$ cat src/sha1md_pkg.sv
// ----------------------------------------------------------------------------
// sha1md_pkg
// Shared types and constants of the SHA-1 digest unit: initial hash values,
// schedule word source codes and the controller/datapath command and status.
// ----------------------------------------------------------------------------
package sha1md_pkg;

    localparam int WORD_W     = 32;
    localparam int HASH_WORDS = 5;
    localparam int SCHED_LEN  = 16;
    localparam int ROUNDS     = 80;
    localparam int BYTES_W    = 61;
    localparam int FILL_W     = $clog2(SCHED_LEN);
    localparam int ROUND_W    = $clog2(ROUNDS);
    localparam int INDEX_W    = 3;
    localparam int DATA_W     = 40;   // 35 field bits padded to whole bytes

    localparam logic [WORD_W-1:0] INIT_HASH [HASH_WORDS] = '{
        32'h67452301, 32'hEFCDAB89, 32'h98BADCFE, 32'h10325476, 32'hC3D2E1F0
    };

    // source of a word pushed into the schedule
    localparam logic [2:0] PS_INPUT  = 3'd0;
    localparam logic [2:0] PS_MARK   = 3'd1;
    localparam logic [2:0] PS_ZERO   = 3'd2;
    localparam logic [2:0] PS_LEN_HI = 3'd3;
    localparam logic [2:0] PS_LEN_LO = 3'd4;

    typedef struct packed {
        logic       accept;     // count bytes of the accepted request
        logic       push;       // shift a word into the schedule
        logic [2:0] push_sel;
        logic       round;      // run one compression round
        logic       final_add;  // fold working variables into the hash
        logic       out_next;   // step to the next digest word
        logic       hash_init;  // message done, back to initial state
    } sha1md_cmd_t;

    typedef struct packed {
        logic ends;        // accepted word closes the message
        logic full_word;   // four valid bytes
        logic fill_last;   // next push completes a block
        logic fill_14;     // two words left for the length
        logic round_last;  // round 79 in progress
        logic out_last;    // digest word 4 on the output
    } sha1md_status_t;

endpackage

$ cat src/sha1md_ctrl.sv
// ----------------------------------------------------------------------------
// sha1md_ctrl
// Controller: sequences input acceptance, padding pushes, the 80-round
// compression and delivery of the five digest words.
// ----------------------------------------------------------------------------
module sha1md_ctrl (
    input  logic                    clk,
    input  logic                    rst_n,
    input  logic                    s_tvalid,
    output logic                    s_tready,
    output logic                    m_tvalid,
    input  logic                    m_tready,
    input  sha1md_pkg::sha1md_status_t status,
    output sha1md_pkg::sha1md_cmd_t    cmd
);
    import sha1md_pkg::*;

    localparam logic [2:0] S_IDLE  = 3'd0;
    localparam logic [2:0] S_MARK  = 3'd1;
    localparam logic [2:0] S_ZERO  = 3'd2;
    localparam logic [2:0] S_LENHI = 3'd3;
    localparam logic [2:0] S_LENLO = 3'd4;
    localparam logic [2:0] S_ROUND = 3'd5;
    localparam logic [2:0] S_FINAL = 3'd6;
    localparam logic [2:0] S_OUT   = 3'd7;

    logic [2:0] state_reg, state_next;
    logic [2:0] resume_reg, resume_next;
    logic [2:0] after;

    // state register
    always_ff @(posedge clk or negedge rst_n)
    begin
        if (!rst_n)
        begin
            state_reg  <= S_IDLE;
            resume_reg <= S_IDLE;
        end
        else
        begin
            state_reg  <= state_next;
            resume_reg <= resume_next;
        end
    end

    // next state and commands
    always_comb
    begin
        cmd         = '0;
        state_next  = state_reg;
        resume_next = resume_reg;
        after       = S_IDLE;
        s_tready    = 1'b0;
        m_tvalid    = 1'b0;
        case (state_reg)
            S_IDLE:
            begin
                s_tready = 1'b1;
                if (s_tvalid)
                begin
                    cmd.accept   = 1'b1;
                    cmd.push     = 1'b1;
                    cmd.push_sel = PS_INPUT;
                    if (status.ends)
                        after = status.full_word ? S_MARK : S_ZERO;
                    else
                        after = S_IDLE;
                end
            end
            S_MARK:
            begin
                cmd.push     = 1'b1;
                cmd.push_sel = PS_MARK;
                after        = S_ZERO;
            end
            S_ZERO:
            begin
                if (status.fill_14)
                    state_next = S_LENHI;
                else
                begin
                    cmd.push     = 1'b1;
                    cmd.push_sel = PS_ZERO;
                    after        = S_ZERO;
                end
            end
            S_LENHI:
            begin
                cmd.push     = 1'b1;
                cmd.push_sel = PS_LEN_HI;
                after        = S_LENLO;
            end
            S_LENLO:
            begin
                cmd.push     = 1'b1;
                cmd.push_sel = PS_LEN_LO;
                after        = S_OUT;
            end
            S_ROUND:
            begin
                cmd.round = 1'b1;
                if (status.round_last)
                    state_next = S_FINAL;
            end
            S_FINAL:
            begin
                cmd.final_add = 1'b1;
                state_next    = resume_reg;
            end
            S_OUT:
            begin
                m_tvalid = 1'b1;
                if (m_tready)
                begin
                    if (status.out_last)
                    begin
                        cmd.hash_init = 1'b1;
                        state_next    = S_IDLE;
                    end
                    else
                        cmd.out_next = 1'b1;
                end
            end
            default:
            begin
                state_next = S_IDLE;
            end
        endcase

        // a push that completes a block runs the compression first
        if (cmd.push)
        begin
            if (status.fill_last)
            begin
                resume_next = after;
                state_next  = S_ROUND;
            end
            else
                state_next = after;
        end
    end

    // checks
    a_ready_vs_valid: assert property (@(posedge clk) disable iff (!rst_n)
        !(s_tready && m_tvalid))
        else $error("input and output handshakes active together");

    a_round_to_final: assert property (@(posedge clk) disable iff (!rst_n)
        (state_reg == S_ROUND && status.round_last) |=> state_reg == S_FINAL)
        else $error("compression did not end with the hash update");

    a_lenlo_compress: assert property (@(posedge clk) disable iff (!rst_n)
        (state_reg == S_LENLO) |=> (state_reg == S_ROUND && resume_reg == S_OUT))
        else $error("length word did not complete a block");

endmodule

$ cat src/sha1md_dp.sv
// ----------------------------------------------------------------------------
// sha1md_dp
// Datapath: 16-word schedule shift window, working variables, chaining hash,
// byte counter, block fill and round counters, digest output selection.
// ----------------------------------------------------------------------------
module sha1md_dp (
    input  logic                         clk,
    input  logic                         rst_n,
    input  logic [sha1md_pkg::WORD_W-1:0] data_word,
    input  logic [2:0]                   valid_bytes,
    input  logic                         last,
    input  sha1md_pkg::sha1md_cmd_t      cmd,
    output sha1md_pkg::sha1md_status_t   status,
    output logic [sha1md_pkg::WORD_W-1:0] digest_word,
    output logic [sha1md_pkg::INDEX_W-1:0] word_index,
    output logic                         last_word
);
    import sha1md_pkg::*;

    localparam logic [WORD_W-1:0] K0 = 32'h5A827999;
    localparam logic [WORD_W-1:0] K1 = 32'h6ED9EBA1;
    localparam logic [WORD_W-1:0] K2 = 32'h8F1BBCDC;
    localparam logic [WORD_W-1:0] K3 = 32'hCA62C1D6;
    localparam logic [WORD_W-1:0] MARK_WORD = 32'h80000000;

    logic [WORD_W-1:0]  hash_reg [HASH_WORDS];
    logic [WORD_W-1:0]  wv_reg   [HASH_WORDS];
    logic [WORD_W-1:0]  win_reg  [SCHED_LEN];
    logic [FILL_W-1:0]  fill_reg;
    logic [BYTES_W-1:0] bytes_reg;
    logic [ROUND_W-1:0] round_reg;
    logic [INDEX_W-1:0] index_reg;

    logic [2:0]         n_bytes;
    logic [WORD_W-1:0]  short_word;
    logic [WORD_W-1:0]  push_word;
    logic [63:0]        bit_len;
    logic [WORD_W-1:0]  w_t;
    logic [WORD_W-1:0]  f_val;
    logic [WORD_W-1:0]  k_val;
    logic [WORD_W-1:0]  sum_val;
    logic [WORD_W-1:0]  x_val;

    function automatic logic [WORD_W-1:0] rotl(input logic [WORD_W-1:0] x,
                                               input int unsigned n);
        rotl = (x << n) | (x >> (WORD_W - n));
    endfunction

    // input word: clamp count, merge padding marker into a short word
    always_comb
    begin
        n_bytes = (valid_bytes > 3'd4) ? 3'd4 : valid_bytes;
        case (n_bytes)
            3'd0:    short_word = MARK_WORD;
            3'd1:    short_word = {data_word[31:24], 24'h800000};
            3'd2:    short_word = {data_word[31:16], 16'h8000};
            3'd3:    short_word = {data_word[31:8], 8'h80};
            default: short_word = data_word;
        endcase
    end

    assign bit_len = {bytes_reg, 3'b000};

    // word pushed into the schedule
    always_comb
    begin
        case (cmd.push_sel)
            PS_INPUT:  push_word = short_word;
            PS_MARK:   push_word = MARK_WORD;
            PS_LEN_HI: push_word = bit_len[63:32];
            PS_LEN_LO: push_word = bit_len[31:0];
            default:   push_word = '0;
        endcase
    end

    // round function
    always_comb
    begin
        x_val = win_reg[13] ^ win_reg[8] ^ win_reg[2] ^ win_reg[0];
        w_t   = (round_reg < ROUND_W'(16)) ? win_reg[0] : rotl(x_val, 1);
        if (round_reg < ROUND_W'(20))
        begin
            f_val = (wv_reg[1] & wv_reg[2]) | (~wv_reg[1] & wv_reg[3]);
            k_val = K0;
        end
        else if (round_reg < ROUND_W'(40))
        begin
            f_val = wv_reg[1] ^ wv_reg[2] ^ wv_reg[3];
            k_val = K1;
        end
        else if (round_reg < ROUND_W'(60))
        begin
            f_val = (wv_reg[1] & wv_reg[2]) | (wv_reg[1] & wv_reg[3])
                  | (wv_reg[2] & wv_reg[3]);
            k_val = K2;
        end
        else
        begin
            f_val = wv_reg[1] ^ wv_reg[2] ^ wv_reg[3];
            k_val = K3;
        end
        sum_val = rotl(wv_reg[0], 5) + f_val + wv_reg[4] + w_t + k_val;
    end

    // schedule window and working variables, no reset
    always_ff @(posedge clk)
    begin
        if (cmd.push)
        begin
            for (int i = 0; i < SCHED_LEN - 1; i++)
                win_reg[i] <= win_reg[i+1];
            win_reg[SCHED_LEN-1] <= push_word;
            // block complete: load working variables from the hash
            if (fill_reg == FILL_W'(SCHED_LEN - 1))
            begin
                for (int i = 0; i < HASH_WORDS; i++)
                    wv_reg[i] <= hash_reg[i];
            end
        end
        else if (cmd.round)
        begin
            for (int i = 0; i < SCHED_LEN - 1; i++)
                win_reg[i] <= win_reg[i+1];
            win_reg[SCHED_LEN-1] <= w_t;
            wv_reg[4] <= wv_reg[3];
            wv_reg[3] <= wv_reg[2];
            wv_reg[2] <= rotl(wv_reg[1], 30);
            wv_reg[1] <= wv_reg[0];
            wv_reg[0] <= sum_val;
        end
    end

    // hash, counters and output index
    always_ff @(posedge clk or negedge rst_n)
    begin
        if (!rst_n)
        begin
            for (int i = 0; i < HASH_WORDS; i++)
                hash_reg[i] <= INIT_HASH[i];
            fill_reg  <= '0;
            bytes_reg <= '0;
            round_reg <= '0;
            index_reg <= '0;
        end
        else
        begin
            if (cmd.accept)
                bytes_reg <= bytes_reg + BYTES_W'(n_bytes);
            if (cmd.push)
                fill_reg <= fill_reg + FILL_W'(1);
            if (cmd.round)
            begin
                if (round_reg == ROUND_W'(ROUNDS - 1))
                    round_reg <= '0;
                else
                    round_reg <= round_reg + ROUND_W'(1);
            end
            if (cmd.final_add)
            begin
                for (int i = 0; i < HASH_WORDS; i++)
                    hash_reg[i] <= hash_reg[i] + wv_reg[i];
            end
            if (cmd.out_next)
                index_reg <= index_reg + INDEX_W'(1);
            if (cmd.hash_init)
            begin
                for (int i = 0; i < HASH_WORDS; i++)
                    hash_reg[i] <= INIT_HASH[i];
                bytes_reg <= '0;
                index_reg <= '0;
            end
        end
    end

    // status to the controller
    always_comb
    begin
        status.ends       = last || (n_bytes != 3'd4);
        status.full_word  = (n_bytes == 3'd4);
        status.fill_last  = (fill_reg == FILL_W'(SCHED_LEN - 1));
        status.fill_14    = (fill_reg == FILL_W'(SCHED_LEN - 2));
        status.round_last = (round_reg == ROUND_W'(ROUNDS - 1));
        status.out_last   = (index_reg == INDEX_W'(HASH_WORDS - 1));
    end

    // digest output
    always_comb
    begin
        case (index_reg)
            3'd0:    digest_word = hash_reg[0];
            3'd1:    digest_word = hash_reg[1];
            3'd2:    digest_word = hash_reg[2];
            3'd3:    digest_word = hash_reg[3];
            default: digest_word = hash_reg[4];
        endcase
        word_index = index_reg;
        last_word  = status.out_last;
    end

endmodule

$ cat src/sha1_message_digest_unit.sv
// ----------------------------------------------------------------------------
// sha1_message_digest_unit
// SHA-1 digest of a byte stream in big-endian words: padding, length and
// 80-round compression, then five digest words on the output stream.
// ----------------------------------------------------------------------------
// A word that does not end the message goes straight into the schedule; the sixteenth word
// of a block also starts the 80-round compression on one round unit and the hash update.
// An ending word then takes up to 16 padding pushes and one or two block
// compressions before the five digest words, one per output request.
// One message at a time; no new word is taken during compression or digest output.
// Reset loads the initial hash and clears the counters; the schedule window
// and working variables are not reset and are always written before use.
module sha1_message_digest_unit (
    input  logic                          clk,
    input  logic                          rst_n,
    input  logic                          s_tvalid,
    output logic                          s_tready,
    input  logic [sha1md_pkg::DATA_W-1:0] s_tdata,   // data_word[31:0], valid_bytes[34:32], zero
    input  logic                          s_tlast,   // last
    output logic                          m_tvalid,
    input  logic                          m_tready,
    output logic [sha1md_pkg::DATA_W-1:0] m_tdata,   // digest_word[31:0], word_index[34:32], zero
    output logic                          m_tlast    // last_word
);
    import sha1md_pkg::*;

    sha1md_cmd_t        cmd;
    sha1md_status_t     status;
    logic [WORD_W-1:0]  digest_word;
    logic [INDEX_W-1:0] word_index;

    sha1md_ctrl u_ctrl (
        .clk      (clk),
        .rst_n    (rst_n),
        .s_tvalid (s_tvalid),
        .s_tready (s_tready),
        .m_tvalid (m_tvalid),
        .m_tready (m_tready),
        .status   (status),
        .cmd      (cmd)
    );

    sha1md_dp u_dp (
        .clk         (clk),
        .rst_n       (rst_n),
        .data_word   (s_tdata[31:0]),
        .valid_bytes (s_tdata[34:32]),
        .last        (s_tlast),
        .cmd         (cmd),
        .status      (status),
        .digest_word (digest_word),
        .word_index  (word_index),
        .last_word   (m_tlast)
    );

    assign m_tdata = {5'b00000, word_index, digest_word};

endmodule

$ cat config.mk
export PLATFORM = sky130hd
export DESIGN_NAME = sha1_message_digest_unit
export DESIGN_NICKNAME = d
export VERILOG_FILES = /design/src/sha1md_pkg.sv /design/src/sha1md_ctrl.sv /design/src/sha1md_dp.sv /design/src/sha1_message_digest_unit.sv
export SDC_FILE = /design/constraint.sdc
export NUM_CORES = 2
export LEC_CHECK = 0
export BUFFER_PORTS_ARGS = -buffer_cell sky130_fd_sc_hd__buf_2
export CAP_MARGIN = 15
export CORE_UTILIZATION = 56
export DETAILED_ROUTE_END_ITERATION = 10
export PLACE_DENSITY_LB_ADDON = 0.1
export SYNTH_ARGS = -nofsm -noshare
export SYNTH_HDL_FRONTEND = slang
export SYNTH_HIERARCHICAL = 1
export SYNTH_SLANG_ARGS = --single-unit
$ cat constraint.sdc
create_clock -name clk -period 8.55 [get_ports clk]
set_input_delay 1.2825 -clock clk [delete_from_list [all_inputs] [get_ports clk]]
set_output_delay 1.2825 -clock clk [all_outputs]
set_load 0.005 [all_outputs]
# Yosys cells after proc, flatten, opt, wreduce, memory -nomap -nowiden
# Memory sizes are Yosys's and may differ from the RTL's.
# Cells that the tools add are included.
# op_classes
eq_ne	26
n_reduce_logical	11
magnitude_cmp	5
bitwise	37
n_mux	71
addsub	13
# op_table
operator	count
32-bit 2-to-1 mux	27
32-bit case mux with 4 select lines	3
160-bit 2-to-1 mux	2
32-bit adder	9
32-bit bitwise XOR	5
32-bit bitwise AND	4
61-bit 2-to-1 mux	2
32-bit OR	3
61-bit by 3-bit adder with 61-bit output	1
3-bit 2-to-1 mux	11
32-bit inverter	1
32-bit by 1-bit OR with 32-bit output	1
32-bit by 30-bit OR with 32-bit output	1
32-bit by 5-bit OR with 32-bit output	1
31-bit 2-to-1 mux	1
3-bit by 2-bit equality test with 1-bit output, second input constant	7
3-bit equality test, second input constant	7
1-bit OR	21
4-bit case mux with 5 select lines	1
1-bit 2-to-1 mux	15
3-bit inequality test, second input constant	5
3-bit case mux with 5 select lines	1
7-bit by 5-bit < comparator with 1-bit output, second input constant	2
7-bit by 6-bit < comparator with 1-bit output, second input constant	2
18 further kinds	30
# word_totals
register_bits	241
out_inout_bits	43
mem_count	2
ramBits	672
inputBits	45
# mem_list
memory	words	word_bits	read_ports	rd_ports_with_merged_regs	write_ports	line_no	rtl
u_dp.win_reg	16	32	16	0	16	sha1md_dp.sv:28	logic [WORD_W-1:0] win_reg [SCHED_LEN];
u_dp.wv_reg	5	32	5	0	5	sha1md_dp.sv:27	logic [WORD_W-1:0] wv_reg [HASH_WORDS];

# Longest topological paths before layout
# An unclocked memory read counts as a cell.
# logic_depth
depth_word	12
mapped_depth	27

# By module
# Netlist, hierarchy kept.
# by_module_without_submodules
module	area_per_inst_um2	seq_area_each_um2	n_inst	cells_per_inst
sha1md_dp	48168.7	26160.1	1	4222
sha1md_ctrl	516.7	150.1	1	62
sha1_message_digest_unit	41.3	0.0	1	6

# Worst setup path after synthesis
# No wires, ideal clock.
# synth_path
path_type	input-to-reg
from	input port s_tvalid
to	memory u_dp.win_reg[0][0] (enable)
n_path_buf	2
arrival_time_ns	8.341
setup_slack_ns	-0.458
cell_stages	5
setup_ns	0.667
required_time_ns	7.883
path_cell_list	nor4_2 > a311oi_4 > clkbuf_1 > clkbuf_1 > or2_2
# synth_lines
element	line_no	rtl
start: declaration	sha1_message_digest_unit.sv:16	input logic s_tvalid,
end: declaration	sha1md_dp.sv:28	

==> impl_metrics.ini <==
[global_route]
grt_max_degree = 204
gr-total-overflow = 0
grt_pass1_vias = 31900
grt_first_pass_wirelength_um = 191000
antenna_found_initial = 1
grt_use_total = 0.284

[finish]
diodes = 0
largest_reg_flops = 512
area_growth_pct = 9.96
drive_gt1_frac = 0.0918
nFillCells = 6830
nets = 4732

[floorplanning]
dieArea_mm2 = 0.0882
fp.dieH_um = 297
coreArea_mm2 = 0.0857
die_x_um = 297
start_util = 0.569
rows = 107
ioPinCount = 88

[drt]
drt-total-wl_um = 125000
drt_first_pass_iters = 6
route.detailed.drc = 0
num_vias = 33400
drt_first_iter_violations = 3183
ant_nets = 0
wire_per_inst_um = 22.6
vias_per_cell = 6.01

[timing]
fin_crit_sh = 0.886
finalMaxSlewViolations = 0
tns_ns = 0
tightest_slew_ns = 1.04
period_minus_slack_ns = 7.58
hold_viol_final = 0
finalClockSkew_ns = 0.0433
setup_viol = 0
rsz0062_at_grt = false
slew_headroom = 0.304
max_freq_mhz = 132

[worst_setup_path]
reg2reg_slack_ns = 0.97
cp_max_fo = 17
cp.arrival_ns = 7.97
crit_type = flip-flop to flip-flop
rr_worst_depth = 23
start_kind = flip-flop
setup.worst_path.end_class = flip-flop
worst_ep_required_time_ns = 8.94

[cts]
ctsLongestPathBuffers = 3
cts_max_level = 3
post_cts_buffers = 0
clk_latency_ns = 0.71
cts_made_buffers = 98
clk_pin_slew_ns = 0.06
cts_tree = yes
cts_resized = 0
hold_buffers = 0
clkSinkCount = 913
cts_root_buffer = clkbuf_16

[place]
io_buffers = 77
gp_congestion = 0.956
dp.final_hpwl_um = 86500

[logic_synthesis]
synthesis.area_mm2 = 0.0487
ys_ff_latch = 913
yosysWarningCount = 6
synth_flop_cell = edfxtp_1
syn_area_per_cell_um2 = 11.4
synth_edf_count = 672
synth_async_sr_flop_share = 0.264
synth.distinct_cells = 90
yosysSeqAreaShare = 0.540
netlist_instances = 4290

[worst_hold_path]
hold_class = flip-flop to flip-flop
hold_depth = 0

[job]
drv_cap = 0

[run_status]
status = finished, final reports clean
-- per-layer routing --
layer / share of wire / GRT usage / vias up
met1: 0.45 / 0.426 / 16500
met5: 0 / 0 / -
met3: 0.074 / 0.0449 / 170
met4: 0.030 / 0.0870 / 0
li1: - / - / 15500
met2: 0.45 / 0.427 / 1180
-- stage by stage --
stage	hold slack, ns	cells	utilization	worst slack [ns]	area (um^2)
finish	0.386	5558	0.625	0.973	53600
global route	0.390	5558	0.625	0.557	53600
CTS	0.398	5557	0.625	0.987	53600
detailed placement	0.405	5373	0.587	1.01	50300
global placement	0.400	5373	0.587	1.17	50300
floorplan	0.400	4294	-	2.15	48700
-- path summary, 6_finish.rpt --
path                                           startpoint                        endpoint
setup / recovery            u_dp/round_reg[4]$_DFFE_PN0P_    u_dp/wv_reg[0][28]$_DFFE_PP_
hold / removal             u_dp/win_reg[0][147]$_DFFE_PP_  u_dp/win_reg[0][115]$_DFFE_PP_
setup reg to reg            u_dp/round_reg[4]$_DFFE_PN0P_    u_dp/wv_reg[0][28]$_DFFE_PP_
hold reg to reg            u_dp/win_reg[0][147]$_DFFE_PP_  u_dp/win_reg[0][115]$_DFFE_PP_
max in group asynchronous                           rst_n  u_dp/bytes_reg[47]$_DFFE_PN0P_
min in group asynchronous                           rst_n   u_dp/hash_reg[93]$_DFFE_PN0P_
-- placed cells by master, fill, tap and decap left out, types with 44 or more instances in the layout --
| cell | netlist | routed |
|---|---|---|
| nand3_1 | 69 | 69 |
| a21o_1 | 93 | 92 |
| mux2i_1 | 72 | 72 |
| a22oi_1 | 68 | 68 |
| nor3_1 | 46 | 44 |
| a31oi_1 | 49 | 49 |
| xor2_1 | 95 | 95 |
| buf_2 | 1 | 76 |
| o21ai_0 | 212 | 212 |
| dfrtp_1 | 161 | 161 |
| clkbuf_16 | 0 | 99 |
| ha_1 | 231 | 231 |
| a21oi_1 | 212 | 212 |
| nor2b_1 | 61 | 57 |
| xnor2_1 | 204 | 204 |
| inv_1 | 202 | 201 |
| edfxtp_1 | 672 | 672 |
| a211oi_1 | 44 | 44 |
| nor2_1 | 323 | 321 |
| nand2_1 | 612 | 610 |
| fa_1 | 126 | 126 |
| dfstp_2 | 80 | 80 |
-- cell usage after synthesis (61+ instances only) --
library cell | count | share of area
a21o_1 | 93 | 0.014
a21oi_1 | 212 | 0.022
a22oi_1 | 68 | 0.010
clkbuf_1 | 153 | 0.012
dfrtp_1 | 161 | 0.083
dfstp_2 | 80 | 0.043
edfxtp_1 | 672 | 0.41
fa_1 | 126 | 0.052
ha_1 | 231 | 0.059
inv_1 | 202 | 0.016
mux2i_1 | 72 | 0.015
nand2_1 | 612 | 0.047
nand3_1 | 69 | 0.0071
nor2_1 | 323 | 0.025
nor2b_1 | 61 | 0.0078
o21ai_0 | 212 | 0.022
xnor2_1 | 204 | 0.037
xor2_1 | 95 | 0.017
-- worst max-delay path: stages, from the launching register on --
cell and delay (ns):
dfrtp_1 0.48, a41oi_1 0.61, inv_1 0.35, or2_2 0.39, nand2_1 0.37, buf_12 0.23, nor2_1 0.06, nor2_1 0.35
fa_1 0.52, fa_1 0.51, inv_1 0.05, fa_1 0.50, inv_1 0.04, ha_1 0.23, a2111oi_0 0.38, o21ai_0 0.28
nand3b_1 0.22, o21ai_0 0.15, buf_4 0.19, a211oi_1 0.41, nor3_1 0.12, a2111oi_0 0.51, xor2_1 0.18, o21ai_0 0.08
-- cells by family (layout without fill, tap and decap cells) --
family	Yosys count	count (layout)	share of synthesized area
and+or+nand+nor	1295	1295	0.117
AOI/OAI and AO/OA	967	967	0.132
DFF	913	913	0.540
buffers and inverters	383	503	0.0302
adders and majority gates	357	357	0.111
xor gates and xnor gates	299	299	0.0537
muxes	75	75	0.0156
other	1	5	0.0000770
-- cell type report --
class,instances,area [um^2],area share
Timing Repair Buffer,115,741,0.0138
Tap cell,1144,1430,0.0267
Inverter,204,767,0.0143
Multi-Input combinational cell,2998,21000,0.393
Clock buffer,127,2670,0.0499
Sequential cell,913,26300,0.491
Clock inverter,57,623,0.0116
Power is left out: the tool's default activity adds up to more than one toggle a clock period on the data nets, which glitch-free logic cannot reach.
